--- src/hw/rtl/itprc_pkg.sv ---
// types, constants and crc helper shared by the packet receiver files
package itprc_pkg;

    localparam int unsigned DEFAULT_DEPTH = 64;

    localparam logic [7:0]  IDLE_TICKS_RESET = 8'd5;
    localparam logic [7:0]  IDLE_COUNT_MAX   = 8'hFF;
    localparam logic [15:0] CRC_POLY         = 16'h1021;

    // command codes
    localparam logic [1:0] CMD_BYTE = 2'd0;
    localparam logic [1:0] CMD_TICK = 2'd1;
    localparam logic [1:0] CMD_ACK  = 2'd2;
    localparam logic [1:0] CMD_READ = 2'd3;

    // configuration register indexes
    localparam logic REG_IDLE_TICKS = 1'b0;
    localparam logic REG_CRC_ENABLE = 1'b1;

    typedef struct packed {
        logic [1:0] cmd;
        logic [7:0] rx_byte;
        logic [5:0] read_index;
    } in_item_t;

    typedef struct packed {
        logic [7:0]  read_data;
        logic [5:0]  packet_length;
        logic        data_available;
        logic        crc_match;
        logic [15:0] computed_crc;
        logic [15:0] trailer_crc;
        logic        error_code;
        logic        packet_ended;
    } out_item_t;

    // crc-16/xmodem, one byte msb first
    function automatic logic [15:0] crc_feed(input logic [15:0] crc, input logic [7:0] data);
        logic [15:0] c;
        c = crc ^ {data, 8'h00};
        for (int i = 0; i < 8; i++)
        begin
            if (c[15])
                c = {c[14:0], 1'b0} ^ CRC_POLY;
            else
                c = {c[14:0], 1'b0};
        end
        return c;
    endfunction

endpackage

--- src/hw/rtl/itprc_ram.sv ---
// generic single-port-write ram with registered read
module itprc_ram #(
    parameter int unsigned WIDTH = 8,
    parameter int unsigned DEPTH = 64
) (
    input  logic                     clk,
    input  logic                     we,
    input  logic [$clog2(DEPTH)-1:0] waddr,
    input  logic [WIDTH-1:0]         wdata,
    input  logic [$clog2(DEPTH)-1:0] raddr,
    output logic [WIDTH-1:0]         rdata
);

    logic [WIDTH-1:0] mem [DEPTH];

    always_ff @(posedge clk)
    begin
        if (we)
            mem[waddr] <= wdata;
        rdata <= mem[raddr];
    end

endmodule

--- src/hw/rtl/idle_timeout_packet_receiver_crc_core.sv ---
// idle-timeout packet receiver with crc-16/xmodem trailer check, top level
// byte, tick and acknowledge words: the result is registered from S_OUT; buffer read: S_READ, then S_OUT
// a tick that closes a packet of len > 2 bytes: S_CRC, S_FIN, S_OUT, with S_CRC held by the store's single
// read port walking the packet one byte a cycle; a closing tick on 1 or 2 bytes: S_FIN, then S_OUT
// next word is taken once the result is out
// rst_n is asynchronous: per-entry valid bits clear the whole store at once, no clearing pass
module idle_timeout_packet_receiver_crc_core #(
    parameter int unsigned BUFFER_DEPTH = itprc_pkg::DEFAULT_DEPTH
) (
    input  logic                 clk,
    input  logic                 rst_n,
    input  logic                 in_valid,
    output logic                 in_stall,
    input  itprc_pkg::in_item_t  in_data,
    output logic                 out_valid,
    input  logic                 out_stall,
    output itprc_pkg::out_item_t out_data,
    input  logic                 cfg_we,
    input  logic                 cfg_index,
    input  logic [7:0]           cfg_data
);

    localparam int unsigned AW = $clog2(BUFFER_DEPTH);
    localparam logic [AW-1:0] LAST_IDX = AW'(BUFFER_DEPTH - 1);
    localparam logic [AW-1:0] TWO      = AW'(2);
    localparam logic [AW-1:0] ONE      = AW'(1);

    typedef enum logic [2:0] {
        S_IDLE,
        S_READ,
        S_CRC,
        S_FIN,
        S_OUT
    } state_t;

    state_t state_reg, state_next;

    logic [7:0]              idle_ticks_reg;
    logic                    crc_en_reg;
    logic [BUFFER_DEPTH-1:0] valid_reg, valid_next;
    logic [AW-1:0]           wi_reg, wi_next;
    logic                    run_reg, run_next;
    logic [7:0]              cnt_reg, cnt_next;
    logic                    host_done_reg, host_done_next;
    logic                    avail_reg, avail_next;
    logic                    crc_ok_reg, crc_ok_next;
    logic [15:0]             crc_comp_reg, crc_comp_next;
    logic [15:0]             crc_recv_reg, crc_recv_next;
    logic                    err_reg, err_next;
    logic [7:0]              rdata_reg, rdata_next;
    logic                    ended_reg, ended_next;
    logic                    issue_reg, issue_next;
    logic [AW-1:0]           idx_reg, idx_next;
    logic                    pend_reg, pend_next;
    logic [AW-1:0]           pidx_reg, pidx_next;
    logic [15:0]             acc_reg, acc_next;
    logic [15:0]             trl_reg, trl_next;
    logic                    rd_vld_reg;
    logic                    out_valid_reg, out_valid_next;
    itprc_pkg::out_item_t    out_data_reg, out_data_next;

    logic          ram_we;
    logic [AW-1:0] ram_waddr;
    logic [7:0]    ram_wdata;
    logic [AW-1:0] ram_raddr;
    logic [7:0]    ram_q;

    logic [7:0]    cnt_inc;
    logic [7:0]    byte_q;
    logic          crc_ok;
    logic          accept;

    itprc_ram #(
        .WIDTH (8),
        .DEPTH (BUFFER_DEPTH)
    ) u_store (
        .clk   (clk),
        .we    (ram_we),
        .waddr (ram_waddr),
        .wdata (ram_wdata),
        .raddr (ram_raddr),
        .rdata (ram_q)
    );

    assign in_stall  = (state_reg != S_IDLE);
    assign accept    = in_valid && (state_reg == S_IDLE);
    assign out_valid = out_valid_reg;
    assign out_data  = out_data_reg;

    assign cnt_inc = (cnt_reg == itprc_pkg::IDLE_COUNT_MAX) ? cnt_reg : cnt_reg + 8'd1;
    // entries never written since the last flush read as zero
    assign byte_q  = rd_vld_reg ? ram_q : 8'h00;
    assign crc_ok  = (wi_reg > TWO) && (acc_reg == trl_reg);

    always_comb
    begin
        state_next     = state_reg;
        valid_next     = valid_reg;
        wi_next        = wi_reg;
        run_next       = run_reg;
        cnt_next       = cnt_reg;
        host_done_next = host_done_reg;
        avail_next     = avail_reg;
        crc_ok_next    = crc_ok_reg;
        crc_comp_next  = crc_comp_reg;
        crc_recv_next  = crc_recv_reg;
        err_next       = err_reg;
        rdata_next     = rdata_reg;
        ended_next     = ended_reg;
        issue_next     = issue_reg;
        idx_next       = idx_reg;
        pend_next      = 1'b0;
        pidx_next      = pidx_reg;
        acc_next       = acc_reg;
        trl_next       = trl_reg;
        out_valid_next = out_valid_reg && out_stall;
        out_data_next  = out_data_reg;
        ram_we         = 1'b0;
        ram_waddr      = wi_reg;
        ram_wdata      = in_data.rx_byte;
        ram_raddr      = idx_reg;

        unique case (state_reg)
            S_IDLE:
            begin
                if (accept)
                begin
                    rdata_next = 8'h00;
                    ended_next = 1'b0;
                    state_next = S_OUT;
                    unique case (in_data.cmd)
                        itprc_pkg::CMD_BYTE:
                        begin
                            if (!err_reg)
                            begin
                                ram_we             = 1'b1;
                                valid_next[wi_reg] = 1'b1;
                                wi_next = (wi_reg == LAST_IDX) ? '0 : wi_reg + ONE;
                            end
                            cnt_next = 8'h00;
                            run_next = 1'b1;
                        end
                        itprc_pkg::CMD_TICK:
                        begin
                            if (run_reg)
                            begin
                                if (cnt_inc >= idle_ticks_reg)
                                begin
                                    run_next = 1'b0;
                                    cnt_next = 8'h00;
                                    if (wi_reg != '0)
                                    begin
                                        ended_next = 1'b1;
                                        acc_next   = 16'h0000;
                                        idx_next   = '0;
                                        if (wi_reg > TWO)
                                        begin
                                            issue_next = 1'b1;
                                            state_next = S_CRC;
                                        end
                                        else
                                            state_next = S_FIN;
                                    end
                                end
                                else
                                    cnt_next = cnt_inc;
                            end
                        end
                        itprc_pkg::CMD_ACK:
                        begin
                            valid_next     = '0;
                            wi_next        = '0;
                            avail_next     = 1'b0;
                            host_done_next = 1'b1;
                            err_next       = 1'b0;
                        end
                        itprc_pkg::CMD_READ:
                        begin
                            if (32'(in_data.read_index) < BUFFER_DEPTH)
                            begin
                                ram_raddr  = AW'(in_data.read_index);
                                state_next = S_READ;
                            end
                        end
                        default:
                        begin
                            state_next = S_OUT;
                        end
                    endcase
                end
            end
            S_READ:
            begin
                rdata_next = byte_q;
                state_next = S_OUT;
            end
            S_CRC:
            begin
                // one read issued per cycle, data lands in the cycle after the read
                if (issue_reg)
                begin
                    pend_next = 1'b1;
                    pidx_next = idx_reg;
                    if (idx_reg == wi_reg - ONE)
                        issue_next = 1'b0;
                    else
                        idx_next = idx_reg + ONE;
                end
                if (pend_reg)
                begin
                    if (pidx_reg < wi_reg - TWO)
                        acc_next = itprc_pkg::crc_feed(acc_reg, byte_q);
                    else if (pidx_reg == wi_reg - TWO)
                        trl_next = {byte_q, trl_reg[7:0]};
                    else
                        trl_next = {trl_reg[15:8], byte_q};
                    if (pidx_reg == wi_reg - ONE)
                        state_next = S_FIN;
                end
            end
            S_FIN:
            begin
                crc_ok_next = crc_ok;
                if (wi_reg > TWO)
                begin
                    crc_comp_next = acc_reg;
                    crc_recv_next = trl_reg;
                end
                if (crc_en_reg && !crc_ok)
                begin
                    valid_next = '0;
                    wi_next    = '0;
                    avail_next = 1'b0;
                    err_next   = 1'b0;
                end
                else
                begin
                    avail_next = 1'b1;
                    err_next   = err_reg || !host_done_reg;
                end
                host_done_next = 1'b0;
                state_next     = S_OUT;
            end
            S_OUT:
            begin
                if (!out_valid_reg || !out_stall)
                begin
                    out_valid_next                = 1'b1;
                    out_data_next.read_data      = rdata_reg;
                    out_data_next.packet_length  = 6'(wi_reg);
                    out_data_next.data_available = avail_reg;
                    out_data_next.crc_match      = crc_ok_reg;
                    out_data_next.computed_crc   = crc_comp_reg;
                    out_data_next.trailer_crc    = crc_recv_reg;
                    out_data_next.error_code     = err_reg;
                    out_data_next.packet_ended   = ended_reg;
                    state_next                    = S_IDLE;
                end
            end
            default:
            begin
                state_next = S_IDLE;
            end
        endcase
    end

    always_ff @(posedge clk or negedge rst_n)
    begin
        if (!rst_n)
        begin
            state_reg      <= S_IDLE;
            idle_ticks_reg <= itprc_pkg::IDLE_TICKS_RESET;
            crc_en_reg     <= 1'b0;
            valid_reg      <= '0;
            wi_reg         <= '0;
            run_reg        <= 1'b0;
            cnt_reg        <= 8'h00;
            host_done_reg  <= 1'b1;
            avail_reg      <= 1'b0;
            crc_ok_reg     <= 1'b0;
            crc_comp_reg   <= 16'h0000;
            crc_recv_reg   <= 16'h0000;
            err_reg        <= 1'b0;
            rdata_reg      <= 8'h00;
            ended_reg      <= 1'b0;
            issue_reg      <= 1'b0;
            idx_reg        <= '0;
            pend_reg       <= 1'b0;
            pidx_reg       <= '0;
            acc_reg        <= 16'h0000;
            trl_reg        <= 16'h0000;
            rd_vld_reg     <= 1'b0;
            out_valid_reg  <= 1'b0;
            out_data_reg   <= '0;
        end
        else
        begin
            state_reg     <= state_next;
            valid_reg     <= valid_next;
            wi_reg        <= wi_next;
            run_reg       <= run_next;
            cnt_reg       <= cnt_next;
            host_done_reg <= host_done_next;
            avail_reg     <= avail_next;
            crc_ok_reg    <= crc_ok_next;
            crc_comp_reg  <= crc_comp_next;
            crc_recv_reg  <= crc_recv_next;
            err_reg       <= err_next;
            rdata_reg     <= rdata_next;
            ended_reg     <= ended_next;
            issue_reg     <= issue_next;
            idx_reg       <= idx_next;
            pend_reg      <= pend_next;
            pidx_reg      <= pidx_next;
            acc_reg       <= acc_next;
            trl_reg       <= trl_next;
            rd_vld_reg    <= valid_reg[ram_raddr];
            out_valid_reg <= out_valid_next;
            out_data_reg  <= out_data_next;
            if (cfg_we)
            begin
                unique case (cfg_index)
                    itprc_pkg::REG_IDLE_TICKS: idle_ticks_reg <= cfg_data;
                    itprc_pkg::REG_CRC_ENABLE: crc_en_reg     <= cfg_data[0];
                    default:                   idle_ticks_reg <= idle_ticks_reg;
                endcase
            end
        end
    end

endmodule

--- config.mk ---
export PLATFORM = sky130hd
export DESIGN_NAME = idle_timeout_packet_receiver_crc_core
export DESIGN_NICKNAME = d
export VERILOG_FILES = /design/src/hw/rtl/itprc_pkg.sv /design/src/hw/rtl/itprc_ram.sv /design/src/hw/rtl/idle_timeout_packet_receiver_crc_core.sv
export SDC_FILE = /design/constraint.sdc
export NUM_CORES = 1
export LEC_CHECK = 0
export BUFFER_PORTS_ARGS = -buffer_cell sky130_fd_sc_hd__buf_2
export CAP_MARGIN = 20
export CORE_MARGIN = 2
export CORE_UTILIZATION = 32
export DETAILED_ROUTE_END_ITERATION = 8
export PLACE_DENSITY_LB_ADDON = 0.05
export SLEW_MARGIN = 5
export SYNTH_ARGS = -nofsm -noshare
export SYNTH_HDL_FRONTEND = slang
export SYNTH_SLANG_ARGS = --single-unit
--- constraint.sdc ---
create_clock -name clk -period 4.3 [get_ports clk]
set_input_delay 0.86 -clock clk [delete_from_list [all_inputs] [get_ports clk]]
set_output_delay 0.86 -clock clk [all_outputs]
set_load 0.01 [all_outputs]
==> summary.txt <==
area leader, netlist - edfxtp_1
Placement Setup Slack - -0.00270 ns
Max rail drop VDD - 0.299 mV
DR iter-0 viols - 1,238
EDFF count, synth - 512
Yosys warnings - 0
Antenna Nets Post-Route - 0
synth top area cells - edfxtp_1, dfrtp_1, mux2i_1, mux2_2, o21a_1
Vias - 19,500
final setup vio count - 0
Fillers - 9,398
Std-Cell Rows - 115
TritonCTS clock tree - done
worst-case clock buffer depth - 3
TritonCTS Buffers - 88
Critical Path End Type - flip-flop
Post-Syn Area - 31,800 um2
Synth cell types - 83
Nets - 2,431
vias in the first global route - 19,800
DRC viols - 0
total leakage power - 13.7 nW
H-tree depth - 3
final WL - 98,700 um
Die Y - 319 um
synthesis-to-finish area growth - 17.5%
sequential share of the synthesized area - 67.2%
pins over their slew limit - 0
core box area - 98,400 um2
worst path required time - 4.79 ns
CP arrival - 4.30 ns
Worst path slowest cell - nor4_1
flop2flop setup slack - 0.50 ns
delay-heaviest family, CP - simple AND/OR/NAND/NOR gates
GRT Total Usage - 19.2%
post-route insts no fill - 3,735
post-cts resize count - 0
Worst Clk Skew - 0.0310 ns
Hold WC Path Type - in2async
#FFs+latches synth - 754
Min Clock Period, post-route - 3.80 ns
final worst-path cycle share - 88.5%
initial antenna violation count - 3
routed vias/inst - 5.21
Starting Density - 32.3%
FMAX - 0.263 GHz
Async SR Flop Fraction - 31.0%
drt pass-1 iters - 6
DR WL/cell - 26.4 um
Worst Reg-to-Reg Cells - 9
Clock Latency Late Sink - 0.66 ns
# hold bufs at CTS - 0
largest net degree at the start of global routing - 100
post-CTS setup buffer count - 0
first-pass GRT wire length - 143,000 um
grt ovf - 0
post-DP HPWL - 64,600 um
GPL Wtd Cong - 0.805
syn avg cell area - 14.5 um2
CP peak stage delay - 0.76 ns
CTS clk-pin slew, worst paths - 0.06 ns
RSZ-0062 raised after global routing - no
DP Cell Count - 3,572
post-synth top area share - 48.3%
final-report hold violation count - 0
Die ar. - 102,000 um2
Syn Inst Count - 2,194
Main synth FF type - edfxtp_1
PwrDens - 534 nW/um2
syn_nets - 2,248
status - finished, final reports clean
Largest register FFs - 512
layout cells sized above 1 - 20.3%
chip width - 319 um
Critical Path Source Type - flip-flop
Max transition margin - 28.6%
Cell Chain, Critical Path - nor4b_4, buf_4, a21boi_2, nor2_4, buf_4, mux2i_1, o22ai_1, nor4_1, nor4_1
critical path class - reg2reg
clock sinks - 754
r2r endpoint - u_store.rdata[1]
Root Buffer Master - clkbuf_16
Port Buf Inserts - 81
reg2reg start - state_reg[1]
I/O pins - 82
CP max FO - 28
Final WS setup - 0.496 ns
MaxCap Viol Count - 0
Worst-Margin Slew - 1.07 ns
diode count - 0
worst path buffer plus inverter count - 2
==> cells in the mapped netlist, types with 9 or more instances <==
cell type / n
o21ai_0: 65
nor2_1: 83
o21bai_1: 26
nand2_1: 80
a21boi_0: 22
and3_1: 29
clkbuf_1: 66
ha_1: 24
mux2_2: 100
o221ai_1: 32
nand3_1: 44
mux2i_1: 236
nor4_1: 47
edfxtp_1: 512
nor3_1: 73
a21oi_1: 29
o21a_1: 75
dfrtp_1: 231
o2bb2ai_1: 16
a21o_1: 20
o22ai_1: 66
xnor2_1: 40
buf_4: 23
buf_2: 35
o21ai_1: 9
xor2_1: 23
and2_1: 13
inv_1: 23
==> worst register-to-register path, cell delays in order, from the launching register on <==
cell and delay, ns:
dfrtp_1 0.54, nor4b_4 0.31, buf_4 0.27, a21boi_2 0.12, nor2_4 0.37, buf_4 0.51, mux2i_1 0.50, o22ai_1 0.15
nor4_1 0.76, nor4_1 0.11
==> metrics by stage <==
step           setup TNS [ns]  utilization, %  hold WS [ns]  power [mW]  instance area (um2)
2_1_floorplan               0               -         0.441        10.9                31800
3_3_place_gp           -0.309            35.0         0.466        12.8                34500
3_5_place_dp         -0.00270            35.1         0.465        12.8                34500
4_1_cts                     0            38.0         0.247        20.3                37400
5_1_grt                     0            38.0         0.285        20.8                37400
6_report                    0            38.0         0.232        20.0                37400
==> area by class of cell <==
class | instances | area [um2] | area share [%]
Sequential cell | 754 | 21400 | 57.2
Multi-Input combinational cell | 1281 | 9740 | 26.0
Clock buffer | 127 | 2520 | 6.74
Timing Repair Buffer | 229 | 1740 | 4.65
Tap cell | 1287 | 1610 | 4.30
Clock inverter | 34 | 323 | 0.863
Inverter | 23 | 86.3 | 0.231
==> worst max path at each step <==
stage	startpoint	to	slack, ns	cells past startpoint
3_3_place_gp	in_data[14]	u_store.rdata[4]	-0.31	9
3_5_place_dp	in_data[14]	u_store.rdata[7]	-0.003	12
2_1_floorplan	cnt_reg[0]	acc_reg[14]	0.90	15
5_1_grt	cnt_reg[0]	state_reg[2]	0.23	14
4_1_cts	state_reg[1]	u_store.rdata[7]	0.44	12
6_report	state_reg[1]	u_store.rdata[1]	0.50	9
==> routing by layer <==
| metal | vias to the layer above | wire [um] | track usage (%) |
|---|---|---|---|
| li1 | 8797 | - | - |
| met1 | 10100 | 45100 | 26.4 |
| met2 | 422 | 47800 | 32.0 |
| met3 | 142 | 3550 | 2.65 |
| met4 | 0 | 2280 | 4.99 |
| met5 | - | 0 | 0 |
==> power by group <==
part	switching [mW]	total, mW	internal (mW)
registers	0.351	8.34	7.99
logic	2.66	4.21	1.55
clock network	3.00	7.42	4.42
total	6.01	20.0	14.0
==> cell families after synthesis <==
kind of cell	share of synthesized area [%]
buffers and inverters	2.45
xor gates and xnor gates	1.86
AOI/OAI and AO/OA	9.60
muxes	11.0
DFF	67.2
and+or+nand+nor	6.91
adders and majority gates	0.943
==> layout by cell type, fill, tap and decap left out, drive strengths merged, types with 14 or more instances in the layout <==
| cell type | n |
|---|---|
| mux2 | 102 |
| nor2 | 85 |
| nor3 | 74 |
| a21oi | 30 |
| o21bai | 26 |
| xor2 | 23 |
| and2 | 14 |
| o22ai | 66 |
| o21ai | 78 |
| nand2 | 81 |
| mux2i | 236 |
| o21a | 75 |
| a21boi | 27 |
| and3 | 29 |
| nor4 | 48 |
| o221ai | 32 |
| nand3 | 44 |
| clkbuf | 127 |
| ha | 24 |
| o2bb2ai | 16 |
| clkinv | 24 |
| edfxtp | 512 |
| dfrtp | 231 |
| inv | 26 |
| a21o | 20 |
| buf | 229 |
| xnor2 | 41 |
Note: power is estimated with default switching activity, not from simulation.
